==> src/rtl/mea_pkg.sv <==
// Shared types and constants for the mouse event aggregator.
package mea_pkg;

    // Event modes carried by an input item.
    localparam logic [2:0] MODE_MOVE_X     = 3'd0;
    localparam logic [2:0] MODE_MOVE_Y     = 3'd1;
    localparam logic [2:0] MODE_WHEEL      = 3'd2;
    localparam logic [2:0] MODE_BUTTON     = 3'd3;
    localparam logic [2:0] MODE_FRAME      = 3'd4;
    localparam logic [2:0] MODE_DOWN_COUNT = 3'd5;
    localparam logic [2:0] MODE_UP_COUNT   = 3'd6;
    localparam logic [2:0] MODE_HELD_TIME  = 3'd7;

    // Result kinds.
    localparam logic [1:0] KIND_BUTTON = 2'd0;
    localparam logic [1:0] KIND_FRAME  = 2'd1;
    localparam logic [1:0] KIND_QUERY  = 2'd2;

    // Configuration register indexes.
    localparam int CFG_INDEX_W = 3;
    localparam int CFG_DATA_W  = 16;
    localparam logic [CFG_INDEX_W-1:0] REG_RECT_LEFT   = 3'd0;
    localparam logic [CFG_INDEX_W-1:0] REG_RECT_TOP    = 3'd1;
    localparam logic [CFG_INDEX_W-1:0] REG_RECT_RIGHT  = 3'd2;
    localparam logic [CFG_INDEX_W-1:0] REG_RECT_BOTTOM = 3'd3;
    localparam logic [CFG_INDEX_W-1:0] REG_Z_MIN       = 3'd4;
    localparam logic [CFG_INDEX_W-1:0] REG_Z_MAX       = 3'd5;
    localparam logic [CFG_INDEX_W-1:0] REG_WHEEL_STEP  = 3'd6;

    // A virtual wheel button is released this long after its press.
    localparam logic [31:0] WHEEL_RELEASE_MS = 32'd100;

    typedef struct packed {
        logic [2:0]         mode;
        logic signed [15:0] motion;
        logic [2:0]         button;
        logic               pressed;
        logic [31:0]        stamp_ms;
    } in_item_t;

    typedef struct packed {
        logic [1:0]         kind;
        logic signed [15:0] pos_x;
        logic signed [15:0] pos_y;
        logic signed [15:0] pos_z;
        logic signed [15:0] delta_x;
        logic signed [15:0] delta_y;
        logic signed [15:0] delta_z;
        logic [7:0]         button_mask;
        logic [2:0]         event_button;
        logic               event_pressed;
        logic [31:0]        query_value;
    } out_item_t;

    typedef struct packed {
        logic signed [15:0] rect_left;
        logic signed [15:0] rect_top;
        logic signed [15:0] rect_right;
        logic signed [15:0] rect_bottom;
        logic signed [15:0] z_min;
        logic signed [15:0] z_max;
        logic [14:0]        wheel_step;
    } cfg_t;

    localparam cfg_t CFG_RESET = '{
        rect_left:   16'sd0,
        rect_top:    16'sd0,
        rect_right:  16'sd640,
        rect_bottom: 16'sd480,
        z_min:       16'sd0,
        z_max:       16'sd1200,
        wheel_step:  15'd120
    };

    // Per-button statistics held in the button memory.
    typedef struct packed {
        logic [7:0]  press_count;
        logic [7:0]  release_count;
        logic [31:0] press_time;
        logic [31:0] release_time;
    } btn_entry_t;

endpackage

==> src/rtl/mouse_event_aggregator.sv <==
// Top level of the mouse event aggregator: handshakes, configuration and output register.
// An item is registered into the execute stage, and its result into the output register before it is offered on m_.
// Throughput: one item per cycle while results are taken; each item makes one
// read-modify-write pass over the button statistics memory in the execute stage.
// Reset (aresetn low, synchronous) restores the configuration defaults and clears
// position, deltas, wheel accumulator, held bits and the memory entry valid bits.
module mouse_event_aggregator #(
    parameter int NUM_BUTTONS      = 8,
    parameter int NUM_REAL_BUTTONS = 4
) (
    input  logic                               aclk,
    input  logic                               aresetn,
    input  logic                               s_valid,
    output logic                               s_ready,
    input  mea_pkg::in_item_t                  s_item,
    output logic                               m_valid,
    input  logic                               m_ready,
    output mea_pkg::out_item_t                 m_item,
    input  logic                               cfg_valid,
    output logic                               cfg_ready,
    input  logic [mea_pkg::CFG_INDEX_W-1:0]    cfg_index,
    input  logic [mea_pkg::CFG_DATA_W-1:0]     cfg_data
);
    import mea_pkg::*;

    localparam int ADDR_W = $clog2(NUM_BUTTONS);
    localparam logic [ADDR_W-1:0] UP_ADDR = ADDR_W'(NUM_REAL_BUTTONS);
    localparam logic [ADDR_W-1:0] DN_ADDR = ADDR_W'(NUM_REAL_BUTTONS + 1);

    cfg_t       cfg_reg;
    logic       s1_valid_reg;
    in_item_t   s1_item_reg;
    logic       out_valid_reg;
    out_item_t  out_item_reg;

    logic              s_accept;
    logic              s1_fire;
    logic              out_free;
    logic              has_result;
    out_item_t         result;
    logic [ADDR_W-1:0] rd_addr_a;
    btn_entry_t        entry_a;
    btn_entry_t        entry_b;
    logic              wr_en;
    logic [ADDR_W-1:0] wr_addr;
    btn_entry_t        wr_data;

    // Configuration registers, written at any time the port presents a transfer.
    assign cfg_ready = 1'b1;

    always_ff @(posedge aclk) begin
        if (!aresetn) begin
            cfg_reg <= CFG_RESET;
        end else if (cfg_valid) begin
            unique case (cfg_index)
                REG_RECT_LEFT:   cfg_reg.rect_left   <= $signed(cfg_data);
                REG_RECT_TOP:    cfg_reg.rect_top    <= $signed(cfg_data);
                REG_RECT_RIGHT:  cfg_reg.rect_right  <= $signed(cfg_data);
                REG_RECT_BOTTOM: cfg_reg.rect_bottom <= $signed(cfg_data);
                REG_Z_MIN:       cfg_reg.z_min       <= $signed(cfg_data);
                REG_Z_MAX:       cfg_reg.z_max       <= $signed(cfg_data);
                REG_WHEEL_STEP:  cfg_reg.wheel_step  <= cfg_data[14:0];
                default: begin
                end
            endcase
        end
    end

    // Pipeline control: the execute stage commits when its result has room.
    assign out_free = !out_valid_reg || m_ready;
    assign s1_fire  = s1_valid_reg && (!has_result || out_free);
    assign s_ready  = !s1_valid_reg || s1_fire;
    assign s_accept = s_valid && s_ready;

    always_ff @(posedge aclk) begin
        if (!aresetn) begin
            s1_valid_reg <= 1'b0;
        end else if (s_ready) begin
            s1_valid_reg <= s_valid;
        end
    end

    always_ff @(posedge aclk) begin
        if (s_accept) begin
            s1_item_reg <= s_item;
        end
    end

    // Wheel items read both virtual wheel entries; others read their own button.
    assign rd_addr_a = (s_item.mode == MODE_WHEEL) ? UP_ADDR : ADDR_W'(s_item.button);

    mea_btn_store #(
        .ADDR_W (ADDR_W)
    ) u_store (
        .aclk      (aclk),
        .aresetn   (aresetn),
        .rd_en     (s_accept),
        .rd_addr_a (rd_addr_a),
        .rd_addr_b (DN_ADDR),
        .wr_en     (wr_en),
        .wr_addr   (wr_addr),
        .wr_data   (wr_data),
        .rd_data_a (entry_a),
        .rd_data_b (entry_b)
    );

    mea_exec #(
        .NUM_BUTTONS      (NUM_BUTTONS),
        .NUM_REAL_BUTTONS (NUM_REAL_BUTTONS),
        .ADDR_W           (ADDR_W)
    ) u_exec (
        .aclk       (aclk),
        .aresetn    (aresetn),
        .fire       (s1_fire),
        .item       (s1_item_reg),
        .cfg        (cfg_reg),
        .entry_a    (entry_a),
        .entry_b    (entry_b),
        .has_result (has_result),
        .result     (result),
        .wr_en      (wr_en),
        .wr_addr    (wr_addr),
        .wr_data    (wr_data)
    );

    // Output register decouples the result channel from the execute stage.
    always_ff @(posedge aclk) begin
        if (!aresetn) begin
            out_valid_reg <= 1'b0;
        end else if (s1_fire && has_result) begin
            out_valid_reg <= 1'b1;
        end else if (m_ready) begin
            out_valid_reg <= 1'b0;
        end
    end

    always_ff @(posedge aclk) begin
        if (s1_fire && has_result) begin
            out_item_reg <= result;
        end
    end

    assign m_valid = out_valid_reg;
    assign m_item  = out_item_reg;

    // A result never overwrites one that has not been transferred.
    a_no_overwrite: assert property (@(posedge aclk) disable iff (!aresetn)
        (s1_fire && has_result) |-> (!out_valid_reg || m_ready))
        else $error("result register overwritten before transfer");

    // The memory is written only by a committing item.
    a_write_on_fire: assert property (@(posedge aclk) disable iff (!aresetn)
        wr_en |-> s1_fire)
        else $error("button memory written without a committing item");

    // A stalled item stays in the execute stage.
    a_stall_holds: assert property (@(posedge aclk) disable iff (!aresetn)
        (s1_valid_reg && !s1_fire) |=> (s1_valid_reg && $stable(s1_item_reg)))
        else $error("stalled item lost from execute stage");

    // A committed result is offered on the next cycle.
    a_result_offered: assert property (@(posedge aclk) disable iff (!aresetn)
        (s1_fire && has_result) |=> m_valid)
        else $error("committed result not offered");

endmodule

==> src/rtl/mea_btn_store.sv <==
// Button statistics memory with two read ports, one write port and write forwarding.
module mea_btn_store #(
    parameter int ADDR_W = 3
) (
    input  logic                   aclk,
    input  logic                   aresetn,
    input  logic                   rd_en,
    input  logic [ADDR_W-1:0]      rd_addr_a,
    input  logic [ADDR_W-1:0]      rd_addr_b,
    input  logic                   wr_en,
    input  logic [ADDR_W-1:0]      wr_addr,
    input  mea_pkg::btn_entry_t    wr_data,
    output mea_pkg::btn_entry_t    rd_data_a,
    output mea_pkg::btn_entry_t    rd_data_b
);
    import mea_pkg::*;

    localparam int DEPTH = 2 ** ADDR_W;

    btn_entry_t        mem [DEPTH];
    logic [DEPTH-1:0]  written_reg;

    btn_entry_t rd_a_reg;
    btn_entry_t rd_b_reg;
    btn_entry_t fwd_data_reg;
    logic       hit_a_reg;
    logic       hit_b_reg;
    logic       live_a_reg;
    logic       live_b_reg;

    // Memory array: one write and two registered reads per cycle.
    always_ff @(posedge aclk) begin
        if (wr_en) begin
            mem[wr_addr] <= wr_data;
        end
        if (rd_en) begin
            rd_a_reg <= mem[rd_addr_a];
            rd_b_reg <= mem[rd_addr_b];
        end
    end

    // Entries never written read as zero, which stands in for the reset value.
    always_ff @(posedge aclk) begin
        if (!aresetn) begin
            written_reg <= '0;
        end else if (wr_en) begin
            written_reg[wr_addr] <= 1'b1;
        end
    end

    // Capture a write that lands on the same edge as the read, so it can be forwarded.
    always_ff @(posedge aclk) begin
        if (rd_en) begin
            hit_a_reg    <= wr_en && (wr_addr == rd_addr_a);
            hit_b_reg    <= wr_en && (wr_addr == rd_addr_b);
            live_a_reg   <= written_reg[rd_addr_a];
            live_b_reg   <= written_reg[rd_addr_b];
            fwd_data_reg <= wr_data;
        end
    end

    assign rd_data_a = hit_a_reg ? fwd_data_reg : (live_a_reg ? rd_a_reg : '0);
    assign rd_data_b = hit_b_reg ? fwd_data_reg : (live_b_reg ? rd_b_reg : '0);

endmodule

==> src/rtl/mea_exec.sv <==
// Execute stage: motion state, held bits, clamping and button memory updates.
module mea_exec #(
    parameter int NUM_BUTTONS      = 8,
    parameter int NUM_REAL_BUTTONS = 4,
    parameter int ADDR_W           = 3
) (
    input  logic                   aclk,
    input  logic                   aresetn,
    input  logic                   fire,
    input  mea_pkg::in_item_t      item,
    input  mea_pkg::cfg_t          cfg,
    input  mea_pkg::btn_entry_t    entry_a,
    input  mea_pkg::btn_entry_t    entry_b,
    output logic                   has_result,
    output mea_pkg::out_item_t     result,
    output logic                   wr_en,
    output logic [ADDR_W-1:0]      wr_addr,
    output mea_pkg::btn_entry_t    wr_data
);
    import mea_pkg::*;

    localparam int HELD_W = 2 ** ADDR_W;
    localparam bit UP_OK  = NUM_REAL_BUTTONS < NUM_BUTTONS;
    localparam bit DN_OK  = (NUM_REAL_BUTTONS + 1) < NUM_BUTTONS;
    localparam logic [ADDR_W-1:0] UP_ADDR = ADDR_W'(NUM_REAL_BUTTONS);
    localparam logic [ADDR_W-1:0] DN_ADDR = ADDR_W'(NUM_REAL_BUTTONS + 1);
    localparam int MASK_N = (NUM_BUTTONS < 8) ? NUM_BUTTONS : 8;

    logic signed [15:0] pos_x_reg,   pos_x_next;
    logic signed [15:0] pos_y_reg,   pos_y_next;
    logic signed [15:0] pos_z_reg,   pos_z_next;
    logic signed [15:0] delta_x_reg, delta_x_next;
    logic signed [15:0] delta_y_reg, delta_y_next;
    logic signed [15:0] delta_z_reg, delta_z_next;
    logic signed [15:0] accum_reg,   accum_next;
    logic [HELD_W-1:0]  held_reg,    held_next;

    logic [ADDR_W-1:0]  btn_addr;
    logic               btn_held;
    logic               real_ok;
    logic               query_ok;
    logic signed [15:0] acc_sum;
    logic signed [16:0] acc_ext;
    logic signed [16:0] step_ext;
    logic               wheel_up;
    logic               wheel_dn;
    logic signed [15:0] x_low, y_low, z_high;
    logic signed [15:0] clamp_x, clamp_y, clamp_z;
    logic [7:0]         mask;
    logic               wr_req;

    // A wheel press bumps both counts and stamps a press and a later release.
    function automatic btn_entry_t wheel_bump(input btn_entry_t e, input logic [31:0] stamp);
        btn_entry_t r;
        r.press_count   = e.press_count + 8'd1;
        r.release_count = e.release_count + 8'd1;
        r.press_time    = stamp;
        r.release_time  = stamp + WHEEL_RELEASE_MS;
        return r;
    endfunction

    // Button decode.
    assign btn_addr = ADDR_W'(item.button);
    assign btn_held = held_reg[btn_addr];
    assign real_ok  = (int'(item.button) < NUM_REAL_BUTTONS) && (int'(item.button) < NUM_BUTTONS);
    assign query_ok = int'(item.button) < NUM_BUTTONS;

    // Wheel accumulator threshold compare.
    assign acc_sum  = accum_reg + item.motion;
    assign acc_ext  = {acc_sum[15], acc_sum};
    assign step_ext = $signed({2'b00, cfg.wheel_step});
    assign wheel_up = acc_ext >= step_ext;
    assign wheel_dn = !wheel_up && (acc_ext <= -step_ext);

    // Frame clamping: x and y raised then lowered, z lowered then raised.
    assign x_low   = (pos_x_reg < cfg.rect_left) ? cfg.rect_left : pos_x_reg;
    assign clamp_x = (x_low >= cfg.rect_right) ? (cfg.rect_right - 16'sd1) : x_low;
    assign y_low   = (pos_y_reg < cfg.rect_top) ? cfg.rect_top : pos_y_reg;
    assign clamp_y = (y_low >= cfg.rect_bottom) ? (cfg.rect_bottom - 16'sd1) : y_low;
    assign z_high  = (pos_z_reg > cfg.z_max) ? cfg.z_max : pos_z_reg;
    assign clamp_z = (z_high < cfg.z_min) ? cfg.z_min : z_high;

    // Held mask over the first eight buttons, or over all of them when there are fewer.
    always_comb begin
        mask = '0;
        for (int i = 0; i < MASK_N; i++) begin
            mask[i] = held_reg[i];
        end
    end

    // Per-mode update of state, memory write and result.
    always_comb begin
        pos_x_next   = pos_x_reg;
        pos_y_next   = pos_y_reg;
        pos_z_next   = pos_z_reg;
        delta_x_next = delta_x_reg;
        delta_y_next = delta_y_reg;
        delta_z_next = delta_z_reg;
        accum_next   = accum_reg;
        held_next    = held_reg;
        result       = '0;
        has_result   = 1'b0;
        wr_req       = 1'b0;
        wr_addr      = btn_addr;
        wr_data      = entry_a;

        unique case (item.mode) inside
            MODE_MOVE_X: begin
                pos_x_next   = pos_x_reg + item.motion;
                delta_x_next = delta_x_reg + item.motion;
            end
            MODE_MOVE_Y: begin
                pos_y_next   = pos_y_reg + item.motion;
                delta_y_next = delta_y_reg + item.motion;
            end
            MODE_WHEEL: begin
                pos_z_next   = pos_z_reg + item.motion;
                delta_z_next = delta_z_reg + item.motion;
                accum_next   = acc_sum;
                if (wheel_up) begin
                    accum_next = '0;
                    if (UP_OK) begin
                        wr_req             = 1'b1;
                        wr_addr            = UP_ADDR;
                        wr_data            = wheel_bump(entry_a, item.stamp_ms);
                        held_next[UP_ADDR] = 1'b1;
                    end
                end else if (wheel_dn) begin
                    accum_next = '0;
                    if (DN_OK) begin
                        wr_req             = 1'b1;
                        wr_addr            = DN_ADDR;
                        wr_data            = wheel_bump(entry_b, item.stamp_ms);
                        held_next[DN_ADDR] = 1'b1;
                    end
                end
            end
            MODE_BUTTON: begin
                if (real_ok && (item.pressed != btn_held)) begin
                    wr_req              = 1'b1;
                    held_next[btn_addr] = item.pressed;
                    if (item.pressed) begin
                        wr_data.press_count = entry_a.press_count + 8'd1;
                        wr_data.press_time  = item.stamp_ms;
                    end else begin
                        wr_data.release_count = entry_a.release_count + 8'd1;
                        wr_data.release_time  = item.stamp_ms;
                    end
                    has_result           = 1'b1;
                    result.kind          = KIND_BUTTON;
                    result.event_button  = item.button;
                    result.event_pressed = item.pressed;
                end
            end
            MODE_FRAME: begin
                if (UP_OK) begin
                    held_next[UP_ADDR] = 1'b0;
                end
                if (DN_OK) begin
                    held_next[DN_ADDR] = 1'b0;
                end
                pos_x_next         = clamp_x;
                pos_y_next         = clamp_y;
                pos_z_next         = clamp_z;
                delta_x_next       = '0;
                delta_y_next       = '0;
                delta_z_next       = '0;
                has_result         = 1'b1;
                result.kind        = KIND_FRAME;
                result.pos_x       = clamp_x;
                result.pos_y       = clamp_y;
                result.pos_z       = clamp_z;
                result.delta_x     = delta_x_reg;
                result.delta_y     = delta_y_reg;
                result.delta_z     = delta_z_reg;
                result.button_mask = mask;
            end
            MODE_DOWN_COUNT, MODE_UP_COUNT, MODE_HELD_TIME: begin
                has_result          = 1'b1;
                result.kind         = KIND_QUERY;
                result.event_button = item.button;
                if (query_ok) begin
                    wr_req = 1'b1;
                    if (item.mode == MODE_DOWN_COUNT) begin
                        result.query_value  = {24'd0, entry_a.press_count};
                        wr_data.press_count = '0;
                    end else if (item.mode == MODE_UP_COUNT) begin
                        result.query_value    = {24'd0, entry_a.release_count};
                        wr_data.release_count = '0;
                    end else if (btn_held) begin
                        result.query_value = item.stamp_ms - entry_a.press_time;
                        wr_data.press_time = item.stamp_ms;
                    end else begin
                        result.query_value   = entry_a.release_time - entry_a.press_time;
                        wr_data.press_time   = '0;
                        wr_data.release_time = '0;
                    end
                end
            end
        endcase
    end

    assign wr_en = fire && wr_req;

    // State registers advance only when the item in this stage commits.
    always_ff @(posedge aclk) begin
        if (!aresetn) begin
            pos_x_reg   <= '0;
            pos_y_reg   <= '0;
            pos_z_reg   <= '0;
            delta_x_reg <= '0;
            delta_y_reg <= '0;
            delta_z_reg <= '0;
            accum_reg   <= '0;
            held_reg    <= '0;
        end else if (fire) begin
            pos_x_reg   <= pos_x_next;
            pos_y_reg   <= pos_y_next;
            pos_z_reg   <= pos_z_next;
            delta_x_reg <= delta_x_next;
            delta_y_reg <= delta_y_next;
            delta_z_reg <= delta_z_next;
            accum_reg   <= accum_next;
            held_reg    <= held_next;
        end
    end

endmodule
==> config.mk <==
export PLATFORM = sky130hd
export DESIGN_NAME = mouse_event_aggregator
export DESIGN_NICKNAME = d
export VERILOG_FILES = /design/src/rtl/mea_pkg.sv /design/src/rtl/mouse_event_aggregator.sv /design/src/rtl/mea_btn_store.sv /design/src/rtl/mea_exec.sv
export SDC_FILE = /design/constraint.sdc
export NUM_CORES = 2
export LEC_CHECK = 0
export ABC_AREA = 1
export BUFFER_PORTS_ARGS = -buffer_cell sky130_fd_sc_hd__buf_2
export CAP_MARGIN = 20
export CORE_MARGIN = 1.5
export CORE_UTILIZATION = 30
export CTS_CLUSTER_DIAMETER = 80
export DETAILED_ROUTE_END_ITERATION = 10
export HOLD_SLACK_MARGIN = 0.06
export SLEW_MARGIN = 5
export SYNTH_ARGS = -nofsm -noshare
export SYNTH_HDL_FRONTEND = slang
export SYNTH_SLANG_ARGS = --single-unit
==> constraint.sdc <==
create_clock -name aclk -period 7.9 [get_ports aclk]
set_input_delay 0.79 -clock aclk [delete_from_list [all_inputs] [get_ports aclk]]
set_output_delay 0.79 -clock aclk [all_outputs]
set_load 0.02 [all_outputs]
==> results.md <==
- The total of buffers placed on input and output ports is around 220.
- Power spread over the standard cell area amounts to 232 nW/um^2.
- Among all flip-flop cells after synthesis, the most frequent one is sky130_fd_sc_hd__edfxtp_1.
- The post-synthesis simple-gate area fraction is 0.155.
- The number of cells after detailed placement is 9,297.
- After the last flow step, the layout net total stands at 7,007.
- The clock period could shrink to 6290 ps.
- The type of the tightest min-delay check is input pin to register.
- The proportion of synthesized chip area in sequential cells is 0.563.
- For this run, design rule violations remaining after detail routing come to 0.
- Dividing the detail-routed wire length by the instance count gives 22.0 um.
- The level count of the clock H-tree is 4.
- The highest achievable clock rate is 159 MHz.
- The number of buffers created by CTS is between 100 and 150.
- The global-route congestion overflow total is 0.
- The design area is 71,800 sq um.
- The clock latency on the worst-skew pair is 800 ps.
- For the final routed database, the setup TNS stands at 0 ps.
- The parity-gate share of the synthesized area counting xor and xnor cells is 0.0164.
- Summing all placed instances gives a cell area of 67,100 sq um.
- The total power is 16,700 uW.
- In the finished design, the share of the clock period the worst path needs comes to 0.796.
- The number of distinct library cells after synthesis is 63.
- The via-per-instance ratio is 5.25.
- The post-synthesis compound-gate area fraction is 0.154.
- The setup clock skew after layout is 27.3 ps.
- The first-pass iteration count of the detailed router is 5.
- The number of pins exceeding their max-slew limit in the final report came to 0.
- The CTS tree is done.
- In this run the critical register-to-register path is launched from s1_item_reg[36].
- The total count of hold-check failures in the final report was 0.
- The delay of the slowest cell on the worst path is 540 ps.
- The finished layout holds 9,561 standard cells, fillers aside.
- Measured against its own limit, the worst slew margin works out to 0.252.
- The area growth from synthesis to layout is 14.3%.
- The register with the most flip-flops in the layout has 640 of them.
- The number of rows in the core area is ~170.
- In this run the vertical extent of the chip is around 460 um.
- Routability-driven placement finished with a final weighted congestion of 0.902.
- The register bit total from synthesis is roughly 1,300.
- The number of routed nets with antenna violations is 0.
- A synthesized cell averages 9.63 sq um.
- The first-pass GRT wire length is slightly above 300,000 um.
- The analysis attributes to cell leakage a power of 0.0274 uW.
- Across all layers, the routed design uses 50,200 vias.
- The reg-to-reg setup timing slack is approximately 1600 ps.
- The HPWL after detailed placement is between 100,000 and 150,000 um.
- The capturing element type of the critical path is a register.
- The cell chosen for the clock root is sky130_fd_sc_hd__clkbuf_16.
- For the worst setup path, the data required time is 8350 ps.
- The worst register-to-register path has a depth of 31.
- The boundary pin count is about 220.
- The number of global-route vias before repair is between 40,000 and 50,000.
- The post-synthesis mux area share is 0.
- The standard cell with the maximum stage delay on the critical path is sky130_fd_sc_hd__edfxtp_1.
- The pin count of the biggest net entering global routing is 125.
- The global-route usage over all layers is 0.193.
- The maximum clock insertion buffer count is 3.
- Of the cells placed in the final design, the portion with a size suffix greater than 1 is 0.114.
- STA classifies the critical path startpoint as a register.
- The overall routed net length is 210,000 um.
- The most critical setup path has its startpoint at s1_item_reg[36].
- The arrival time of the worst setup path is 6740 ps.
- Setup repair after global routing left no endpoint under its margin.
- The count of cells resized by post-cts repair is 0.
- The post-synthesis cell count is 6,529.
- Yosys printed 0 warnings.
- The dominant combinational cell family by area after synthesis is simple AND/OR/NAND/NOR gates.
- The synthesized design contains 1,017 enable-type register cells.
- The width of the chip is 461 um.
- The endpoint of the lowest-slack register-to-register path is u_store.mem[4][52].
- The proportion of register bits with asynchronous set or reset after synthesis is 0.
- The worst-margin pin slew is 1120 ps.
- The buffer and inverter count on the worst path is 4.
- Clock-pin slew was measured on the worst setup and hold paths at 60 ps.
- Along the worst path, the maximum fanout reaches 34.
- The critical path runs through a total of 31 cells.
- After clock tree synthesis, the setup repair step added 0 buffers.
- The net count after synthesis is 6,884.
- The most critical setup path has its endpoint at u_store.mem[4][52].
- The synthesized cell area is 62,800 sq um.
- By instance count, the cell type seen most on the critical path is sky130_fd_sc_hd__nand2_1.
- The overall die area is 212,000 sq um.
- The clock sink count is 1,258.
- The total setup violations reported at the end of the flow is 0.
- The number of antenna violations at the first check in global routing came to 18.
- The first routing iteration left 5,908 violations.
- After floorplanning, the core was sized to cover 208,000 sq um.
- The run finished with clean final reports.
- The hold buffer count at CTS is 0.
- Max-cap violations in this run came to 0.
- The top cell family by delay on the critical path is simple AND/OR/NAND/NOR gates.
- The critical path start-end classification is register to register.
- The initial core utilization is 0.303.
- Of the total synthesized cell area, the portion taken by full adders, half adders and majority gates is 0.0559.
- The maximum VDD drop is 0.000240 V.
- The share of the core filled with cells in the final layout is 0.346.
## layout by cell type, fill, tap and decap left out, types with 18 or more instances in the layout
cell type / n
sky130_fd_sc_hd__ha_1: 268
sky130_fd_sc_hd__edfxtp_1: 1017
sky130_fd_sc_hd__nand2_1: 1230
sky130_fd_sc_hd__inv_1: 570
sky130_fd_sc_hd__nor2_1: 324
sky130_fd_sc_hd__clkinv_1: 29
sky130_fd_sc_hd__a22oi_1: 29
sky130_fd_sc_hd__o2111ai_1: 24
sky130_fd_sc_hd__clkbuf_16: 146
sky130_fd_sc_hd__buf_4: 65
sky130_fd_sc_hd__xor2_1: 97
sky130_fd_sc_hd__xnor2_1: 21
sky130_fd_sc_hd__o211ai_1: 187
sky130_fd_sc_hd__buf_2: 220
sky130_fd_sc_hd__clkinv_2: 18
sky130_fd_sc_hd__nand3_1: 389
sky130_fd_sc_hd__a21oi_1: 685
sky130_fd_sc_hd__or2_2: 186
sky130_fd_sc_hd__a211oi_1: 18
sky130_fd_sc_hd__nand4_1: 26
sky130_fd_sc_hd__dfxtp_1: 241
sky130_fd_sc_hd__a31oi_1: 145
sky130_fd_sc_hd__o21ai_0: 488
sky130_fd_sc_hd__nor3_1: 52
sky130_fd_sc_hd__inv_2: 18
## power by group
| part | internal (uW) | switching, uW |
|---|---|---|
| sequential | 7480 | 127 |
| combinational | 640 | 1670 |
| clock | 3910 | 2850 |
| total | 12000 | 4640 |
## cell usage after synthesis (all sizes together) (145+ instances only)
library cell / n / area [sq um]
nand2: 1242 / 4690
edfxtp: 1017 / 30500
a21oi: 687 / 3450
inv: 598 / 2250
o21ai: 505 / 2540
nand3: 390 / 1960
nor2: 341 / 1310
ha: 268 / 3350
clkbuf: 247 / 927
dfxtp: 241 / 4820
or2: 190 / 1190
o211ai: 188 / 1420
a31oi: 145 / 907
## metal layers
metal | vias to the layer above | GRT usage | wire length [um]
li1 | 23200 | - | -
met1 | 24300 | 0.248 | 87300
met2 | 2167 | 0.319 | 98600
met3 | 430 | 0.0287 | 15400
met4 | 0 | 0.0875 | 9210
met5 | - | 0 | 0
## logic make-up (layout without fill, tap and decap cells)
kind of cell / after synthesis / count (layout)
AND/OR/NAND/NOR: 2260 / 2260
AO/OA/AOI/OAI: 1696 / 1696
flip-flops: 1258 / 1258
buffers and inverters: 920 / 1153
adder cells (fa/ha/maj): 276 / 276
XOR/XNOR: 118 / 118
other: 1 / 12
## layout make-up
cell class	count	area, sq um
Timing Repair Buffer	300	1880
Inverter	600	2300
Tap cell	2788	3490
Multi-Input combinational cell	4351	24100
Antenna cell	11	27.5
Clock inverter	90	965
Sequential cell	1258	35400
Fill cell	20900	136000
Clock buffer	163	3740
## per-stage QoR
stage	setup slack (ps)	hold slack (ps)
4_1_cts	1650	119
3_5_place_dp	1680	436
3_3_place_gp	1630	430
2_1_floorplan	220	420
6_report	1610	172
5_1_grt	1090	147
## worst min-delay path by stage
stage	to	from	slack [ps]	cells past startpoint
after floorplan	u_exec.held_reg[6]	u_exec.held_reg[6]	420	2
after CTS	s1_item_reg[5]	s_item[5]	120	1
after global placement	u_store.rd_b_reg[78]	u_store.mem[5][78]	430	0
final	s1_item_reg[5]	s_item[5]	170	1
after global routing	s1_item_reg[5]	s_item[5]	150	1
after detailed placement	u_store.rd_b_reg[71]	u_store.mem[5][71]	440	0
No activity file was read; power rests on OpenSTA's default activity.
